File: config.mk
export PLATFORM = sky130hd
export DESIGN_NAME = base64_encode_fnv1a_digest_core
export DESIGN_NICKNAME = d
export VERILOG_FILES = /design/src/rtl/b64fnv_pkg.sv /design/src/rtl/base64_encode_fnv1a_digest_core.sv /design/src/rtl/b64fnv_fold.sv
export SDC_FILE = /design/constraint.sdc
export NUM_CORES = 1
export LEC_CHECK = 0
export ABC_AREA = 1
export BUFFER_PORTS_ARGS = -buffer_cell sky130_fd_sc_hd__buf_2
export CAP_MARGIN = 30
export CORE_MARGIN = 2
export CORE_UTILIZATION = 50
export DETAILED_ROUTE_END_ITERATION = 8
export GPL_TIMING_DRIVEN = 0
export PLACE_DENSITY = 0.74
export RECOVER_POWER = 100
export SYNTH_ARGS = -nofsm -noshare
export SYNTH_HDL_FRONTEND = slang
export SYNTH_SLANG_ARGS = --single-unit
File: constraint.sdc
create_clock -name clk -period 4.93 [get_ports clk]
set_clock_uncertainty 0.2 [all_clocks]
set_input_delay 0.986 -clock clk [delete_from_list [all_inputs] [get_ports clk]]
set_output_delay 0.986 -clock clk [all_outputs]
set_load 0.02 [all_outputs]
File: src/rtl/b64fnv_pkg.sv
// ----------------------------------------------------------------------------
// b64fnv_pkg
// shared types, constants and the base64 alphabet lookup for the digest core
// ----------------------------------------------------------------------------
package b64fnv_pkg;

    typedef logic [63:0] hash_t;
    typedef logic [7:0]  char_t;
    typedef logic [5:0]  sextet_t;

    localparam hash_t FNV_BASIS = 64'hCBF2_9CE4_8422_2325;
    localparam char_t PAD_CHAR  = 8'h3D;

    // standard alphabet: A-Z, a-z, 0-9, '+', '/'
    function automatic char_t b64_char(input sextet_t s);
        char_t c;
        if (s < 6'd26)
            c = 8'h41 + {2'b00, s};
        else if (s < 6'd52)
            c = 8'h61 + {2'b00, s} - 8'd26;
        else if (s < 6'd62)
            c = 8'h30 + {2'b00, s} - 8'd52;
        else if (s == 6'd62)
            c = 8'h2B;
        else
            c = 8'h2F;
        return c;
    endfunction

endpackage

File: src/rtl/base64_encode_fnv1a_digest_core.sv
// ----------------------------------------------------------------------------
// base64_encode_fnv1a_digest_core
// streaming base64 encoder whose characters feed a 64-bit fnv-1a digest
// ----------------------------------------------------------------------------
// Bytes arrive one word at a time. Up to two bytes are held until a group of
// three completes; a completed group, or the padded tail on an end-of-message
// word, becomes four base64 characters that one shared fnv-1a round unit
// folds into the hash, one character per cycle. A word that produces no
// characters is absorbed without fold rounds. A word that produces
// characters is accepted and then folded in four rounds, and an
// end-of-message word then has the digest moved into the output register,
// after which the hash returns to the offset basis. The round unit sets the
// pace: the input stalls while it folds, so no new byte is taken until the
// rounds of the last group are through. The digest waits in its own
// register, so a new message can start while it is still stalled
// downstream. An end-of-message word that opens a message with no byte
// yields the offset basis.
// ----------------------------------------------------------------------------
module base64_encode_fnv1a_digest_core (
    input  logic              clk,
    input  logic              rst_n,
    input  logic              in_valid,
    output logic              in_stall,
    input  logic [7:0]        data_byte,
    input  logic              byte_present,
    input  logic              end_of_message,
    output logic              out_valid,
    input  logic              out_stall,
    output logic [63:0]       digest
);
    import b64fnv_pkg::*;

    typedef enum logic [2:0] {
        S_IDLE = 3'b001,
        S_FOLD = 3'b010,
        S_HOLD = 3'b100
    } state_t;

    state_t      state_reg, state_next;
    logic [15:0] pend_reg, pend_next;     // waiting bytes, first in the top half
    logic [1:0]  pcnt_reg, pcnt_next;     // number of waiting bytes
    hash_t       hash_reg, hash_next;
    char_t       chars_reg [4];
    char_t       chars_next [4];
    logic [1:0]  idx_reg, idx_next;       // which character the round unit folds
    logic        emit_reg, emit_next;     // digest goes out after the rounds
    logic        out_valid_reg, out_valid_next;
    hash_t       digest_reg, digest_next;

    hash_t       fold_hash;
    logic        in_acc;
    logic        out_free;
    logic        load_out;
    logic [1:0]  nb;                      // bytes in hand including this word
    logic [7:0]  x0, x1, x2;
    logic        grp_full;
    logic        has_chars;

    b64fnv_fold u_fold (
        .hash_in  (hash_reg),
        .char_in  (chars_reg[idx_reg]),
        .hash_out (fold_hash)
    );

    assign in_stall  = (state_reg != S_IDLE);
    assign in_acc    = in_valid && !in_stall;
    assign out_free  = !out_valid_reg || !out_stall;
    assign load_out  = (state_reg == S_HOLD) && out_free;
    assign out_valid = out_valid_reg;
    assign digest    = digest_reg;

    // gather the group: older pending bytes first, then the incoming byte
    always_comb
    begin
        nb = pcnt_reg + {1'b0, byte_present};
        x0 = (pcnt_reg != 2'd0) ? pend_reg[15:8] : data_byte;
        x1 = (pcnt_reg == 2'd2) ? pend_reg[7:0]  : data_byte;
        x2 = data_byte;
        grp_full  = (nb == 2'd3);
        has_chars = grp_full || (end_of_message && (nb != 2'd0));

        // one or two leftover bytes get zero-filled sextets and '=' padding
        chars_next[0] = b64_char(x0[7:2]);
        chars_next[1] = b64_char({x0[1:0], (nb == 2'd1) ? 4'd0 : x1[7:4]});
        if (nb == 2'd1)
            chars_next[2] = PAD_CHAR;
        else if (grp_full)
            chars_next[2] = b64_char({x1[3:0], x2[7:6]});
        else
            chars_next[2] = b64_char({x1[3:0], 2'b00});
        chars_next[3] = grp_full ? b64_char(x2[5:0]) : PAD_CHAR;
    end

    always_comb
    begin
        state_next     = state_reg;
        pend_next      = pend_reg;
        pcnt_next      = pcnt_reg;
        hash_next      = hash_reg;
        idx_next       = idx_reg;
        emit_next      = emit_reg;
        out_valid_next = out_valid_reg;
        digest_next    = digest_reg;

        if (out_valid_reg && !out_stall)
            out_valid_next = 1'b0;

        unique case (state_reg)
            S_IDLE:
            begin
                if (in_acc)
                begin
                    emit_next = end_of_message;
                    if (grp_full || end_of_message)
                        pcnt_next = 2'd0;
                    else
                    begin
                        pcnt_next = nb;
                        pend_next = {x0, x1};
                    end
                    if (has_chars)
                        state_next = S_FOLD;
                    else if (end_of_message)
                        state_next = S_HOLD;
                end
            end
            S_FOLD:
            begin
                hash_next = fold_hash;
                idx_next  = idx_reg + 2'd1;
                if (idx_reg == 2'd3)
                    state_next = emit_reg ? S_HOLD : S_IDLE;
            end
            S_HOLD:
            begin
                if (out_free)
                begin
                    digest_next    = hash_reg;
                    out_valid_next = 1'b1;
                    hash_next      = FNV_BASIS;
                    state_next     = S_IDLE;
                end
            end
            default:
            begin
                state_next = S_IDLE;
            end
        endcase
    end

    always_ff @(posedge clk or negedge rst_n)
    begin
        if (!rst_n)
        begin
            state_reg     <= S_IDLE;
            pcnt_reg      <= 2'd0;
            hash_reg      <= FNV_BASIS;
            idx_reg       <= 2'd0;
            emit_reg      <= 1'b0;
            out_valid_reg <= 1'b0;
        end
        else
        begin
            state_reg     <= state_next;
            pcnt_reg      <= pcnt_next;
            hash_reg      <= hash_next;
            idx_reg       <= idx_next;
            emit_reg      <= emit_next;
            out_valid_reg <= out_valid_next;
        end
    end

    // payload registers, no reset needed
    always_ff @(posedge clk)
    begin
        pend_reg   <= pend_next;
        digest_reg <= digest_next;
        if (in_acc)
        begin
            chars_reg[0] <= chars_next[0];
            chars_reg[1] <= chars_next[1];
            chars_reg[2] <= chars_next[2];
            chars_reg[3] <= chars_next[3];
        end
    end

    // round counter wraps back to zero whenever the block is idle
    a_idx_idle: assert property (@(posedge clk) disable iff (!rst_n)
        (state_reg == S_IDLE) |-> (idx_reg == 2'd0))
        else $error("round counter not cleared in idle");

    // a word without end marker never leads to a result
    a_no_emit: assert property (@(posedge clk) disable iff (!rst_n)
        (state_reg == S_FOLD && idx_reg == 2'd3 && !emit_reg) |=>
        (state_reg == S_IDLE))
        else $error("rounds finished without end marker but did not return to idle");

    // loading the digest restarts the hash and presents the result
    a_load: assert property (@(posedge clk) disable iff (!rst_n)
        load_out |=> (out_valid_reg && hash_reg == FNV_BASIS))
        else $error("digest load did not restart the hash");

endmodule

File: src/rtl/b64fnv_fold.sv
// ----------------------------------------------------------------------------
// b64fnv_fold
// one fnv-1a round: xor a character into the hash, multiply by the prime
// ----------------------------------------------------------------------------
module b64fnv_fold (
    input  b64fnv_pkg::hash_t hash_in,
    input  b64fnv_pkg::char_t char_in,
    output b64fnv_pkg::hash_t hash_out
);
    import b64fnv_pkg::*;

    hash_t x;

    // prime is 2^40 + 0x1b3, so the product is a short sum of shifts
    assign x = hash_in ^ {56'd0, char_in};
    assign hash_out = (x << 40) + (x << 8) + (x << 7) + (x << 5)
                    + (x << 4) + (x << 1) + x;

endmodule
==> load_flow_metrics.sql <==
INSERT INTO impl_metrics (metric_group, metric, value, unit) VALUES
('sta', 'actual_transition_at_the_worst_max_transition_pin', '2.29', 'ns'),
('sta', 'finalMaxSlewViolations', '34', ''),
('worst_setup_path', 'critPathCaptureType', 'flop', ''),
('worst_setup_path', 'worst-endpoint-arrival', '5.33', 'ns'),
('worst_setup_path', 'crit_fanout', '7', ''),
('routing', 'post_drt_via_cell_ratio', '5.40', ''),
('sta', 'final.period_utilization', '103', '%'),
('global_routing', 'global_route.usage.total', '32.0', '%'),
('sta', 'tightest_hold_margin', '0.256', 'ns'),
('sta', 'timing.fmax', '0.197', 'GHz'),
('synthesis', 'synth.area.top_cells', 'sky130_fd_sc_hd__fa_1 (24%), sky130_fd_sc_hd__edfxtp_1 (16%), sky130_fd_sc_hd__nand2_1 (12%)', ''),
('sta', 'timing.max_slew.rel_slack', '-52.4', '%'),
('floorplanning', 'io_pins', '80', ''),
('cts', 'htree_num_levels', '4', ''),
('job', 'drv.max_cap_violation_count', '1', ''),
('global_routing', 'grt_overflow_total', '0', ''),
('synthesis', 'post_synth_num_cell_types', '64', ''),
('outcome', 'failed_checks', 'max-capacitance violations, max-slew violations, negative setup slack', ''),
('synthesis', 'yosys.area_share.adder', '32.0', '%'),
('routing', 'initialDrtViolationCount', '1347', ''),
('global_routing', 'grt_antenna_before_repair', '0', ''),
('cts', 'clk_pin_slew_worst_paths', '0.08', 'ns'),
('synthesis', 'synthDominantAreaCellType', 'sky130_fd_sc_hd__fa_1', ''),
('cts', 'cts-hold-fix-buffers', '0', ''),
('synthesis', 'post_synth_most_frequent_cells', 'sky130_fd_sc_hd__nand2_1 (679), sky130_fd_sc_hd__inv_1 (615), sky130_fd_sc_hd__fa_1 (245), sky130_fd_sc_hd__nor2_1 (144), sky130_fd_sc_hd__ha_1 (132)', ''),
('placed_design', 'gp_routability_congestion', '1.01', ''),
('synthesis', 'synth_area_per_cell', '8.08', 'um^2'),
('cts', 'root_buffer_selected_by_cts', 'sky130_fd_sc_hd__clkbuf_16', ''),
('synthesis', 'synth.net_count', '2930', ''),
('routing', 'routedWlPerCell', '20.3', 'um'),
('floorplanning', 'number_of_rows_in_the_core_area', '74', ''),
('synthesis', 'post_synthesis_cell_area', '0.0205', 'mm^2'),
('routing', 'drt_wl_total', '67.4', 'mm'),
('global_routing', 'grt_max_degree', '41', ''),
('synthesis', 'synth.ff_latch_count', '185', ''),
('cts', 'cts_tree', 'yes', ''),
('worst_setup_path', 'setup.worst_path.class', 'reg2reg', ''),
('synthesis', 'synthXorXnorAreaFrac', '2.01', '%'),
('sta', 'hold_fails_final_rpt', '0', ''),
('synthesis', 'count_of_flip_flops_with_a_built_in_enable_after_synthesis', '112', ''),
('floorplanning', 'die_height', '207', 'um'),
('cells_and_area', 'layout.filler_cells', '3266', ''),
('global_routing', 'via_count_of_the_first_global_routing_pass', '17700', ''),
('synthesis', 'async_reset_ff_share', '39.5', '%'),
('synthesis', 'synth.most_common_cell', 'sky130_fd_sc_hd__nand2_1', ''),
('sta', 'min_clock_period_post_route', '5.08', 'ns'),
('floorplanning', 'standard_cell_core_area', '0.0406', 'mm^2'),
('routing', 'postRouteAntennaNets', '0', ''),
('cells_and_area', 'post_route_cells_drive_above_1_share', '28.1', '%'),
('floorplanning', 'fp.dieArea', '0.0427', 'mm^2'),
('placed_design', 'detailed_place_hpwl', '51.7', 'mm'),
('routing', 'firstDrtPassIters', '7', ''),
('routing', 'num_vias', '17900', ''),
('sta', 'setup_viol', '35', ''),
('cells_and_area', 'area_growth', '25.7', '%'),
('synthesis', 'synth.top_cell.area_share', '23.9', '%'),
('worst_setup_path', 'cp-start-kind', 'flop', ''),
('synthesis', 'synthesis.instances', '2539', ''),
('cts', 'ctsLongestPathBuffers', '2', ''),
('sta', 'final_worst_path_setup_slack', '-0.151', 'ns'),
('global_routing', 'grt_pass1_wl', '100', 'mm'),
('cells_and_area', 'layout.nets', '3161', ''),
('floorplanning', 'horizontal_die_dimension', '207', 'um'),
('sta', 'setup_repair_after_global_routing_missed_its_margin', 'true', ''),
('synthesis', 'yosys_warns', '0', ''),
('worst_setup_path', 'worst_ep_required_time', '5.18', 'ns'),
('floorplanning', 'initial_standard_cell_utilization_of_the_core', '50.5', '%'),
('outcome', 'run_status', 'complete, but fails checks', ''),
('cells_and_area', 'n_antenna_cell', '0', ''),
('worst_setup_path', 'ff2ff_setup_slack', '-0.15', 'ns'),
('synthesis', 'synth_seq_area_share', '25.5', '%');
## cell type report
class | count | area, um^2 | area share, %
multi-input cells | 1706 | 15200 | 58.8
flip-flops and latches | 185 | 5250 | 20.4
inverters | 628 | 2440 | 9.45
repair buffers | 213 | 1570 | 6.09
well taps | 532 | 666 | 2.58
clock buffers | 17 | 425 | 1.65
clock inverters | 15 | 150 | 0.582
plain buffers | 19 | 116 | 0.451
## layout by cell type (no fill, tap or decap), types with 55 or more instances in the layout
| cell type | n |
|---|---|
| sky130_fd_sc_hd__a21oi_1 | 65 |
| sky130_fd_sc_hd__buf_2 | 82 |
| sky130_fd_sc_hd__buf_4 | 108 |
| sky130_fd_sc_hd__edfxtp_1 | 112 |
| sky130_fd_sc_hd__fa_1 | 237 |
| sky130_fd_sc_hd__ha_1 | 92 |
| sky130_fd_sc_hd__inv_1 | 564 |
| sky130_fd_sc_hd__nand2_1 | 529 |
| sky130_fd_sc_hd__nand2_2 | 109 |
| sky130_fd_sc_hd__nand2_4 | 55 |
| sky130_fd_sc_hd__nand3_1 | 67 |
| sky130_fd_sc_hd__nor2_1 | 80 |
## worst max-delay path: stages, from the launching register on
cell                       delay (ns)
sky130_fd_sc_hd__dfrtp_2         0.48
sky130_fd_sc_hd__inv_4           0.12
sky130_fd_sc_hd__clkbuf_8        0.15
sky130_fd_sc_hd__nand2_1         0.05
sky130_fd_sc_hd__a32o_2          0.31
sky130_fd_sc_hd__xor2_4          0.20
sky130_fd_sc_hd__buf_6           0.15
sky130_fd_sc_hd__fa_1            0.55
sky130_fd_sc_hd__fa_1            0.44
sky130_fd_sc_hd__fa_2            0.58
sky130_fd_sc_hd__ha_4            0.21
sky130_fd_sc_hd__ha_4            0.31
sky130_fd_sc_hd__nand2_1         0.11
sky130_fd_sc_hd__nand2_2         0.11
sky130_fd_sc_hd__nand2_1         0.08
sky130_fd_sc_hd__nand2_2         0.10
sky130_fd_sc_hd__nand2_2         0.06
sky130_fd_sc_hd__nand2_2         0.07
sky130_fd_sc_hd__nand2_2         0.08
sky130_fd_sc_hd__nand2_1         0.08
sky130_fd_sc_hd__nand2_2         0.11
sky130_fd_sc_hd__nand4_1         0.12
sky130_fd_sc_hd__nand3_2         0.15
sky130_fd_sc_hd__o21ai_1         0.12
sky130_fd_sc_hd__inv_1           0.06
## routing by layer
metal / up-vias / track usage, % / wire, um
met2: 634 / 53.6 / 32600
li1: 8271 / - / -
met4: 0 / 18.3 / 4640
met3: 188 / 5.27 / 3970
met5: - / 0 / 0
met1: 8793 / 39.2 / 26200
## what timing repair did
item / CTS / global route
gates resized for setup: 297 / 346
buffers inserted: 68 / 62
endpoints found under the hold margin: 0 / 0
gates cloned: 1 / 0
setup endpoints to repair: 56 / 53
pin swaps: 86 / 110
## through the flow
step           instance area (um^2)  TNS [ns]  std cells  util, %
2_1_floorplan                 20600  -0.00865       2539        -
3_3_place_gp                  21600    -59.09       3150     53.2
3_5_place_dp                  21700    -53.09       3153     53.4
4_1_cts                       24100   -0.0749       3253     59.4
5_1_grt                       25800     -8.67       3315     63.4
6_report                      25800     -1.73       3315     63.4
## worst paths after layout
check,from,endpoint,cells after the start
max,idx_reg[0],hash_reg[43],24
min,hash_reg[41],digest[41],0
max reg2reg,idx_reg[0],hash_reg[43],24
min reg2reg,hash_reg[41],digest[41],0
max in group asynchronous,rst_n,idx_reg[0],1
min in group asynchronous,rst_n,hash_reg[40],1
## logic make-up (layout without fill, tap and decap cells)
| group | count (synthesis) | after routing |
|---|---|---|
| fa+ha+maj | 377 | 377 |
| compound gates | 250 | 250 |
| xor+xnor | 44 | 44 |
| simple gates | 1035 | 1035 |
| buf+inv | 648 | 892 |
| flops | 185 | 185 |
Power is left out: the tool's default activity adds up to more than one toggle a clock period on the data nets, which glitch-free logic cannot reach.
